--- config.mk ---
export PLATFORM = sky130hd
export DESIGN_NAME = sync_length_crc_frame_receiver_core
export DESIGN_NICKNAME = d
export VERILOG_FILES = /design/src/rtl/slcfr_pkg.sv /design/src/rtl/sync_length_crc_frame_receiver_core.sv
export SDC_FILE = /design/constraint.sdc
export NUM_CORES = 1
export LEC_CHECK = 0
export ABC_AREA = 1
export BUFFER_PORTS_ARGS = -buffer_cell sky130_fd_sc_hd__clkbuf_2
export CAP_MARGIN = 30
export CELL_PAD_IN_SITES_DETAIL_PLACEMENT = 0
export CELL_PAD_IN_SITES_GLOBAL_PLACEMENT = 1
export CORE_MARGIN = 3
export CORE_UTILIZATION = 28
export DETAILED_ROUTE_END_ITERATION = 8
export PLACE_DENSITY_LB_ADDON = 0.15
export SLEW_MARGIN = 20
export SYNTH_ARGS = -nofsm -noshare
export SYNTH_HDL_FRONTEND = slang
export SYNTH_SLANG_ARGS = --single-unit
--- constraint.sdc ---
create_clock -name aclk -period 3.65 [get_ports aclk]
set_clock_uncertainty 0.1 [all_clocks]
set_input_delay 0.5475 -clock aclk [delete_from_list [all_inputs] [get_ports aclk]]
set_output_delay 0.5475 -clock aclk [all_outputs]
set_load 0.02 [all_outputs]
--- src/rtl/slcfr_pkg.sv ---
package slcfr_pkg;

    typedef enum logic [1:0] {
        PH_SYNC1 = 2'd0,
        PH_SYNC2 = 2'd1,
        PH_LEN   = 2'd2,
        PH_DATA  = 2'd3
    } phase_t;

    localparam int CFG_INDEX_W = 2;
    localparam int CFG_DATA_W  = 16;

    typedef enum logic [CFG_INDEX_W-1:0] {
        REG_SYNC_FIRST    = 2'd0,
        REG_SYNC_SECOND   = 2'd1,
        REG_TIMEOUT_TICKS = 2'd2,
        REG_MAX_LENGTH    = 2'd3
    } cfg_reg_t;

    localparam logic        KIND_BYTE   = 1'b0;
    localparam logic [15:0] CRC_POLY    = 16'h8408;
    localparam logic [15:0] CRC_INIT    = 16'hFFFF;
    localparam logic [15:0] ELAPSED_MAX = 16'hFFFF;
    localparam logic [7:0]  MIN_LENGTH  = 8'd3;

    localparam logic [7:0]  RST_SYNC_FIRST    = 8'hAA;
    localparam logic [7:0]  RST_SYNC_SECOND   = 8'h55;
    localparam logic [15:0] RST_TIMEOUT_TICKS = 16'd100;
    localparam logic [7:0]  RST_MAX_LENGTH    = 8'hFF;

    // reflected crc-16, one byte, lsb first
    function automatic logic [15:0] crc16_byte(input logic [15:0] crc_in,
                                               input logic [7:0] data_in);
        logic [15:0] c;
        logic        fb;
        c = crc_in;
        for (int k = 0; k < 8; k++) begin
            fb = c[0] ^ data_in[k];
            c  = {1'b0, c[15:1]};
            if (fb) begin
                c = c ^ CRC_POLY;
            end
        end
        return c;
    endfunction

endpackage

--- src/rtl/sync_length_crc_frame_receiver_core.sv ---
// channel   direction  handshake            payload
// s_        in         s_valid / s_ready    s_kind, s_byte_value
// m_        out        m_valid / m_ready    m_frame_byte, m_byte_index, m_last, m_crc_ok
// cfg_      in         cfg_valid / cfg_ready cfg_index, cfg_data
//
// one item per cycle while the output is not stalled: an input register, then crc
// update, timeout compare and frame tracking in one pass into the output register.
// aresetn is synchronous and active low; it restores register defaults and hunt.
// a stalled output holds the input register; s_ready stays high while the
// output register is empty or being taken. cfg_ready is always high.
module sync_length_crc_frame_receiver_core (
    input  logic                               aclk,
    input  logic                               aresetn,
    input  logic                               s_valid,
    output logic                               s_ready,
    input  logic                               s_kind,
    input  logic [7:0]                         s_byte_value,
    output logic                               m_valid,
    input  logic                               m_ready,
    output logic [7:0]                         m_frame_byte,
    output logic [7:0]                         m_byte_index,
    output logic                               m_last,
    output logic                               m_crc_ok,
    input  logic                               cfg_valid,
    output logic                               cfg_ready,
    input  logic [slcfr_pkg::CFG_INDEX_W-1:0]  cfg_index,
    input  logic [slcfr_pkg::CFG_DATA_W-1:0]   cfg_data
);

    logic [7:0]  sync_first_reg;
    logic [7:0]  sync_second_reg;
    logic [15:0] timeout_ticks_reg;
    logic [7:0]  max_length_reg;

    logic        in_valid_reg;
    logic        in_kind_reg;
    logic [7:0]  in_byte_reg;

    slcfr_pkg::phase_t phase_reg, phase_next;
    logic [7:0]  frame_length_reg, frame_length_next;
    logic [7:0]  position_reg, position_next;
    logic [15:0] crc_reg, crc_next;
    logic [15:0] elapsed_reg, elapsed_next;
    logic        timer_running_reg, timer_running_next;

    logic        out_valid_reg;
    logic [7:0]  out_byte_reg;
    logic [7:0]  out_index_reg;
    logic        out_last_reg;
    logic        out_crc_ok_reg;

    logic        res_valid;
    logic [7:0]  res_index;
    logic        res_last;
    logic        res_crc_ok;

    logic        advance;
    logic        timed_out;
    slcfr_pkg::phase_t phase_eff;
    logic [15:0] crc_upd;

    assign advance   = in_valid_reg && (!out_valid_reg || m_ready);
    assign s_ready   = !in_valid_reg || advance;
    assign cfg_ready = 1'b1;

    assign m_valid      = out_valid_reg;
    assign m_frame_byte = out_byte_reg;
    assign m_byte_index = out_index_reg;
    assign m_last       = out_last_reg;
    assign m_crc_ok     = out_crc_ok_reg;

    always_ff @(posedge aclk) begin
        if (!aresetn) begin
            sync_first_reg    <= slcfr_pkg::RST_SYNC_FIRST;
            sync_second_reg   <= slcfr_pkg::RST_SYNC_SECOND;
            timeout_ticks_reg <= slcfr_pkg::RST_TIMEOUT_TICKS;
            max_length_reg    <= slcfr_pkg::RST_MAX_LENGTH;
        end else if (cfg_valid && cfg_ready) begin
            unique case (slcfr_pkg::cfg_reg_t'(cfg_index))
                slcfr_pkg::REG_SYNC_FIRST:    sync_first_reg    <= cfg_data[7:0];
                slcfr_pkg::REG_SYNC_SECOND:   sync_second_reg   <= cfg_data[7:0];
                slcfr_pkg::REG_TIMEOUT_TICKS: timeout_ticks_reg <= cfg_data[15:0];
                slcfr_pkg::REG_MAX_LENGTH:    max_length_reg    <= cfg_data[7:0];
                default: ;
            endcase
        end
    end

    always_ff @(posedge aclk) begin
        if (!aresetn) begin
            in_valid_reg <= 1'b0;
        end else if (s_ready) begin
            in_valid_reg <= s_valid;
        end
    end

    always_ff @(posedge aclk) begin
        if (s_valid && s_ready) begin
            in_kind_reg <= s_kind;
            in_byte_reg <= s_byte_value;
        end
    end

    assign timed_out = timer_running_reg && (elapsed_reg > timeout_ticks_reg);
    assign phase_eff = timed_out ? slcfr_pkg::PH_SYNC1 : phase_reg;
    assign crc_upd   = slcfr_pkg::crc16_byte(
                           (phase_eff == slcfr_pkg::PH_LEN) ? slcfr_pkg::CRC_INIT : crc_reg,
                           in_byte_reg);

    always_comb begin
        phase_next         = phase_reg;
        frame_length_next  = frame_length_reg;
        position_next      = position_reg;
        crc_next           = crc_reg;
        elapsed_next       = elapsed_reg;
        timer_running_next = timer_running_reg;
        res_valid          = 1'b0;
        res_index          = 8'd0;
        res_last           = 1'b0;
        res_crc_ok         = 1'b0;

        if (in_kind_reg != slcfr_pkg::KIND_BYTE) begin
            if (timer_running_reg && (elapsed_reg != slcfr_pkg::ELAPSED_MAX)) begin
                elapsed_next = elapsed_reg + 16'd1;
            end
        end else begin
            if (timed_out) begin
                timer_running_next = 1'b0;
            end
            phase_next = phase_eff;
            unique case (phase_eff)
                slcfr_pkg::PH_SYNC1: begin
                    if (in_byte_reg == sync_first_reg) begin
                        phase_next = slcfr_pkg::PH_SYNC2;
                    end
                end
                slcfr_pkg::PH_SYNC2: begin
                    if (in_byte_reg == sync_second_reg) begin
                        phase_next         = slcfr_pkg::PH_LEN;
                        timer_running_next = 1'b1;
                        elapsed_next       = 16'd0;
                    end else begin
                        phase_next = slcfr_pkg::PH_SYNC1;
                    end
                end
                slcfr_pkg::PH_LEN: begin
                    if (in_byte_reg >= slcfr_pkg::MIN_LENGTH
                            && in_byte_reg <= max_length_reg) begin
                        frame_length_next = in_byte_reg;
                        position_next     = 8'd1;
                        crc_next          = crc_upd;
                        phase_next        = slcfr_pkg::PH_DATA;
                        res_valid         = 1'b1;
                    end else begin
                        // timer keeps running after a rejected length
                        phase_next = slcfr_pkg::PH_SYNC1;
                    end
                end
                slcfr_pkg::PH_DATA: begin
                    res_valid     = 1'b1;
                    res_index     = position_reg;
                    res_last      = (position_reg == frame_length_reg);
                    res_crc_ok    = res_last && (crc_upd == 16'd0);
                    crc_next      = crc_upd;
                    position_next = position_reg + 8'd1;
                    if (res_last) begin
                        phase_next         = slcfr_pkg::PH_SYNC1;
                        timer_running_next = 1'b0;
                    end
                end
            endcase
        end
    end

    always_ff @(posedge aclk) begin
        if (!aresetn) begin
            phase_reg         <= slcfr_pkg::PH_SYNC1;
            frame_length_reg  <= 8'd0;
            position_reg      <= 8'd0;
            crc_reg           <= slcfr_pkg::CRC_INIT;
            elapsed_reg       <= 16'd0;
            timer_running_reg <= 1'b0;
        end else if (advance) begin
            phase_reg         <= phase_next;
            frame_length_reg  <= frame_length_next;
            position_reg      <= position_next;
            crc_reg           <= crc_next;
            elapsed_reg       <= elapsed_next;
            timer_running_reg <= timer_running_next;
        end
    end

    always_ff @(posedge aclk) begin
        if (!aresetn) begin
            out_valid_reg <= 1'b0;
        end else if (advance) begin
            out_valid_reg <= res_valid;
        end else if (m_ready) begin
            out_valid_reg <= 1'b0;
        end
    end

    always_ff @(posedge aclk) begin
        if (advance && res_valid) begin
            out_byte_reg   <= in_byte_reg;
            out_index_reg  <= res_index;
            out_last_reg   <= res_last;
            out_crc_ok_reg <= res_crc_ok;
        end
    end

endmodule
==> reports/results.ini <==
[status]
status=complete, no violations

[setup_path]
r2r_start=elapsed_reg[9]
critical_path.top_delay_family=simple AND/OR/NAND/NOR gates
worstSetupPathType=flip-flop to flip-flop
slowest_stage=dfxtp_1
rr_worst_depth=15
critPathMaxStageDelay_ns=0.45
start_kind=flip-flop
crit_arrival_ns=3.20
crit_path_frequent_cell=nand2_1
cp_num_buf_inv=2
r2r-end=crc_reg[4]
ff2ff_setup_slack_ns=0.64
required_ns=3.84
cp-end-kind=flip-flop
critPathMaxFanout=34
path_cells=ha_1 > nand2_1 > nand2_1 > nand3_1 > nand2_1 > a21oi_1 > nand2_2 > nand3_4 > nand3_4 > nor2_2 > inv_2 > a21oi_4 > inv_2 > a21oi_1 > o21ai_0

[sta]
slew_headroom_pct=43.1
fmax_mhz=332
period_minus_slack_ns=3.01
rsz0062_at_grt=false
tightest_slew_ns=0.850
maxSlewViolCount=0
setup_viol=0
timing.final.crit_share_pct=82.5
setup_tns_ns=0
finalHoldViolCount=0

[layout]
drive_above_1_share_pct=14.7
fin_area_mm2=0.00723
antenna_cells=0
fin_nets=910
syn2layout_area_growth_pct=19.3

[clocking]
numCtsBuffers=17
hold_buffers=0
clk-insertion-delay-late_ns=0.42
htree_levels=4
cts.sinks=120
cts_resized=0
post_cts_buffers=0
clk_pin_slew_ns=0.06
root_buffer=clkbuf_16
cts_tree=done
cts.path.max_buffers=2

[placed_design]
hpwl_um=12100
port_buffers=51
gp_congestion=0.801
dpl-instance-area_mm2=0.00666

[detailed_routing]
num_vias=5170
drc_errors=0
wl_per_cell_um=14.3
final_antenna_net_count=0
vias_per_cell=4.54
dr.first_iter.drc_count=300
first_pass_iters=4
drt-total-wl_um=16300

[synth]
ys_types=45
syn-num-nets=847
avgSynthCellArea_um2=7.68
synth-compound-area-share_pct=14.5
ys_seq_elements=120
synth_cells=789
synth_xor_area_share_pct=2.46
ys_warn_count=0
synth-adder-area-share_pct=5.37
synth-simple-area-share_pct=24.9
synth_top_family_by_area=simple AND/OR/NAND/NOR gates
synthMuxAreaShare_pct=0
yosysSeqAreaShare_pct=44.1
netlist_area_mm2=0.00606

[pwr]
p_leak_nw=3.14
ir_drop_v=0.000262
powerDensity_mw_per_mm2=455

[flow_run]
drv_cap=0

[grt]
grt_usage_pct=14.3
grt_pass1_wl_um=26700
antenna_found_initial=0
grt_pass1_vias=5053
grt_overflow_total=0
grt_max_degree=49

[floorplan]
rows=53
die_w_um=153
io_pins=53
start_util_pct=28.6
coreArea_mm2=0.0212
floorplan.die_area_mm2=0.0234
die_y_um=153

[hold_path]
whs_endpoint=in_kind_reg
hold_class=input port to flip-flop
hold_path_startpoint=s_kind
holdPathStages=1

## synth_stat cells (all sizes together)
cell      n  area share, %
xor2     10            1.4
nor3b     3           0.45
o31ai     1           0.12
and3      1           0.10
nand2   182             12
o211ai   12            1.5
a21o      1           0.12
clkbuf   13           0.81
nor2     66            4.6
ha       26            5.4
nand4    12            1.2
inv     108            6.7
dfxtp    93             31
clkinv    1          0.062
conb      1          0.062
a221oi    1           0.14
nand3b    1           0.12
nand3    50            4.6
buf       8            1.0
and3b     1           0.14
a211oi    3           0.45
o21ai    63            5.2
o21a      1           0.12
a31oi     2           0.21
or2       5           0.52
xnor2     7            1.0
nor3     10           0.99
a21oi    77            6.6
edfxtp   27             13
nor4      3           0.31
## cell usage in the layout (no fill, tap or decap), types with 8 or more instances in the layout
| master | count |
|---|---|
| xor2_1 | 10 |
| nand4_1 | 12 |
| nand2_1 | 173 |
| nor2_1 | 60 |
| nor3_1 | 8 |
| nand3_1 | 47 |
| o211ai_1 | 12 |
| clkbuf_16 | 17 |
| a21oi_1 | 75 |
| edfxtp_1 | 27 |
| clkbuf_2 | 51 |
| ha_1 | 26 |
| o21ai_0 | 62 |
| buf_4 | 13 |
| dfxtp_1 | 93 |
| inv_1 | 104 |
## worst register-to-register path: cells and delay by family, from the launching register on
kind | cells | cell delay, ns
buf+inv | 2 | 0.30
flops | 1 | 0.45
simple gates | 8 | 0.96
fa+ha+maj | 1 | 0.30
compound gates | 4 | 0.79
## stage by stage
stage / setup slack (ns) / utilization [%] / power, W / std cells / hold WS (ns)
after floorplan: 1.07 / - / 0.00160 / 789 / 0.335
after global placement: 0.689 / 31.5 / 0.00170 / 1108 / 0.351
after detailed placement: 0.561 / 31.5 / 0.00170 / 1108 / 0.358
after CTS: 0.562 / 34.2 / 0.00334 / 1140 / 0.188
after global routing: 0.210 / 34.2 / 0.00344 / 1140 / 0.182
final: 0.637 / 34.2 / 0.00329 / 1140 / 0.205
## cells by family (layout without fill, tap and decap cells)
family	count (synthesis)	count (layout)
buf+inv	130	206
xor+xnor	17	17
simple gates	334	334
compound gates	161	161
fa+ha+maj	26	26
other cells	1	1
flops	120	120
## worst max path at each step
| stage | depth (start not counted) | to | from | slack (ns) |
|---|---|---|---|---|
| floorplan | 14 | m_byte_index[0] | elapsed_reg[9] | 1.07 |
| global placement | 17 | position_reg[4] | elapsed_reg[9] | 0.69 |
| CTS | 15 | crc_reg[15] | elapsed_reg[9] | 0.56 |
| detailed placement | 15 | crc_reg[15] | elapsed_reg[9] | 0.56 |
| finish | 15 | crc_reg[4] | elapsed_reg[9] | 0.64 |
| global route | 15 | crc_reg[5] | elapsed_reg[9] | 0.21 |
## power breakdown
part | total (W) | leakage [nW] | switching (W) | internal (W)
Sequential | 0.00141 | 0.985 | 0.0000206 | 0.00139
Combinational | 0.000260 | 1.89 | 0.000172 | 0.0000880
Clock | 0.00162 | 0.266 | 0.000622 | 0.000997
## cell type report
| type | instances | area [um^2] |
|---|---|---|
| timing repair buffer | 65 | 373 |
| clock buffer | 19 | 433 |
| inverter | 109 | 409 |
| fill | 2231 | 13900 |
| multi-input combinational | 539 | 2860 |
| sequential | 120 | 2670 |
| clock inverter | 13 | 131 |
| tap | 275 | 344 |
## layer usage
metal  GRT usage [%]  vias to the layer above  part of all wire, %
met5               0                        -                    0
met4            4.33                        0                 0.90
met3            3.14                        8                  2.4
met2            23.3                       68                   47
met1            19.0                     2364                   49
li1                -                     2730                    -
Power figures use the tool's default switching activity.
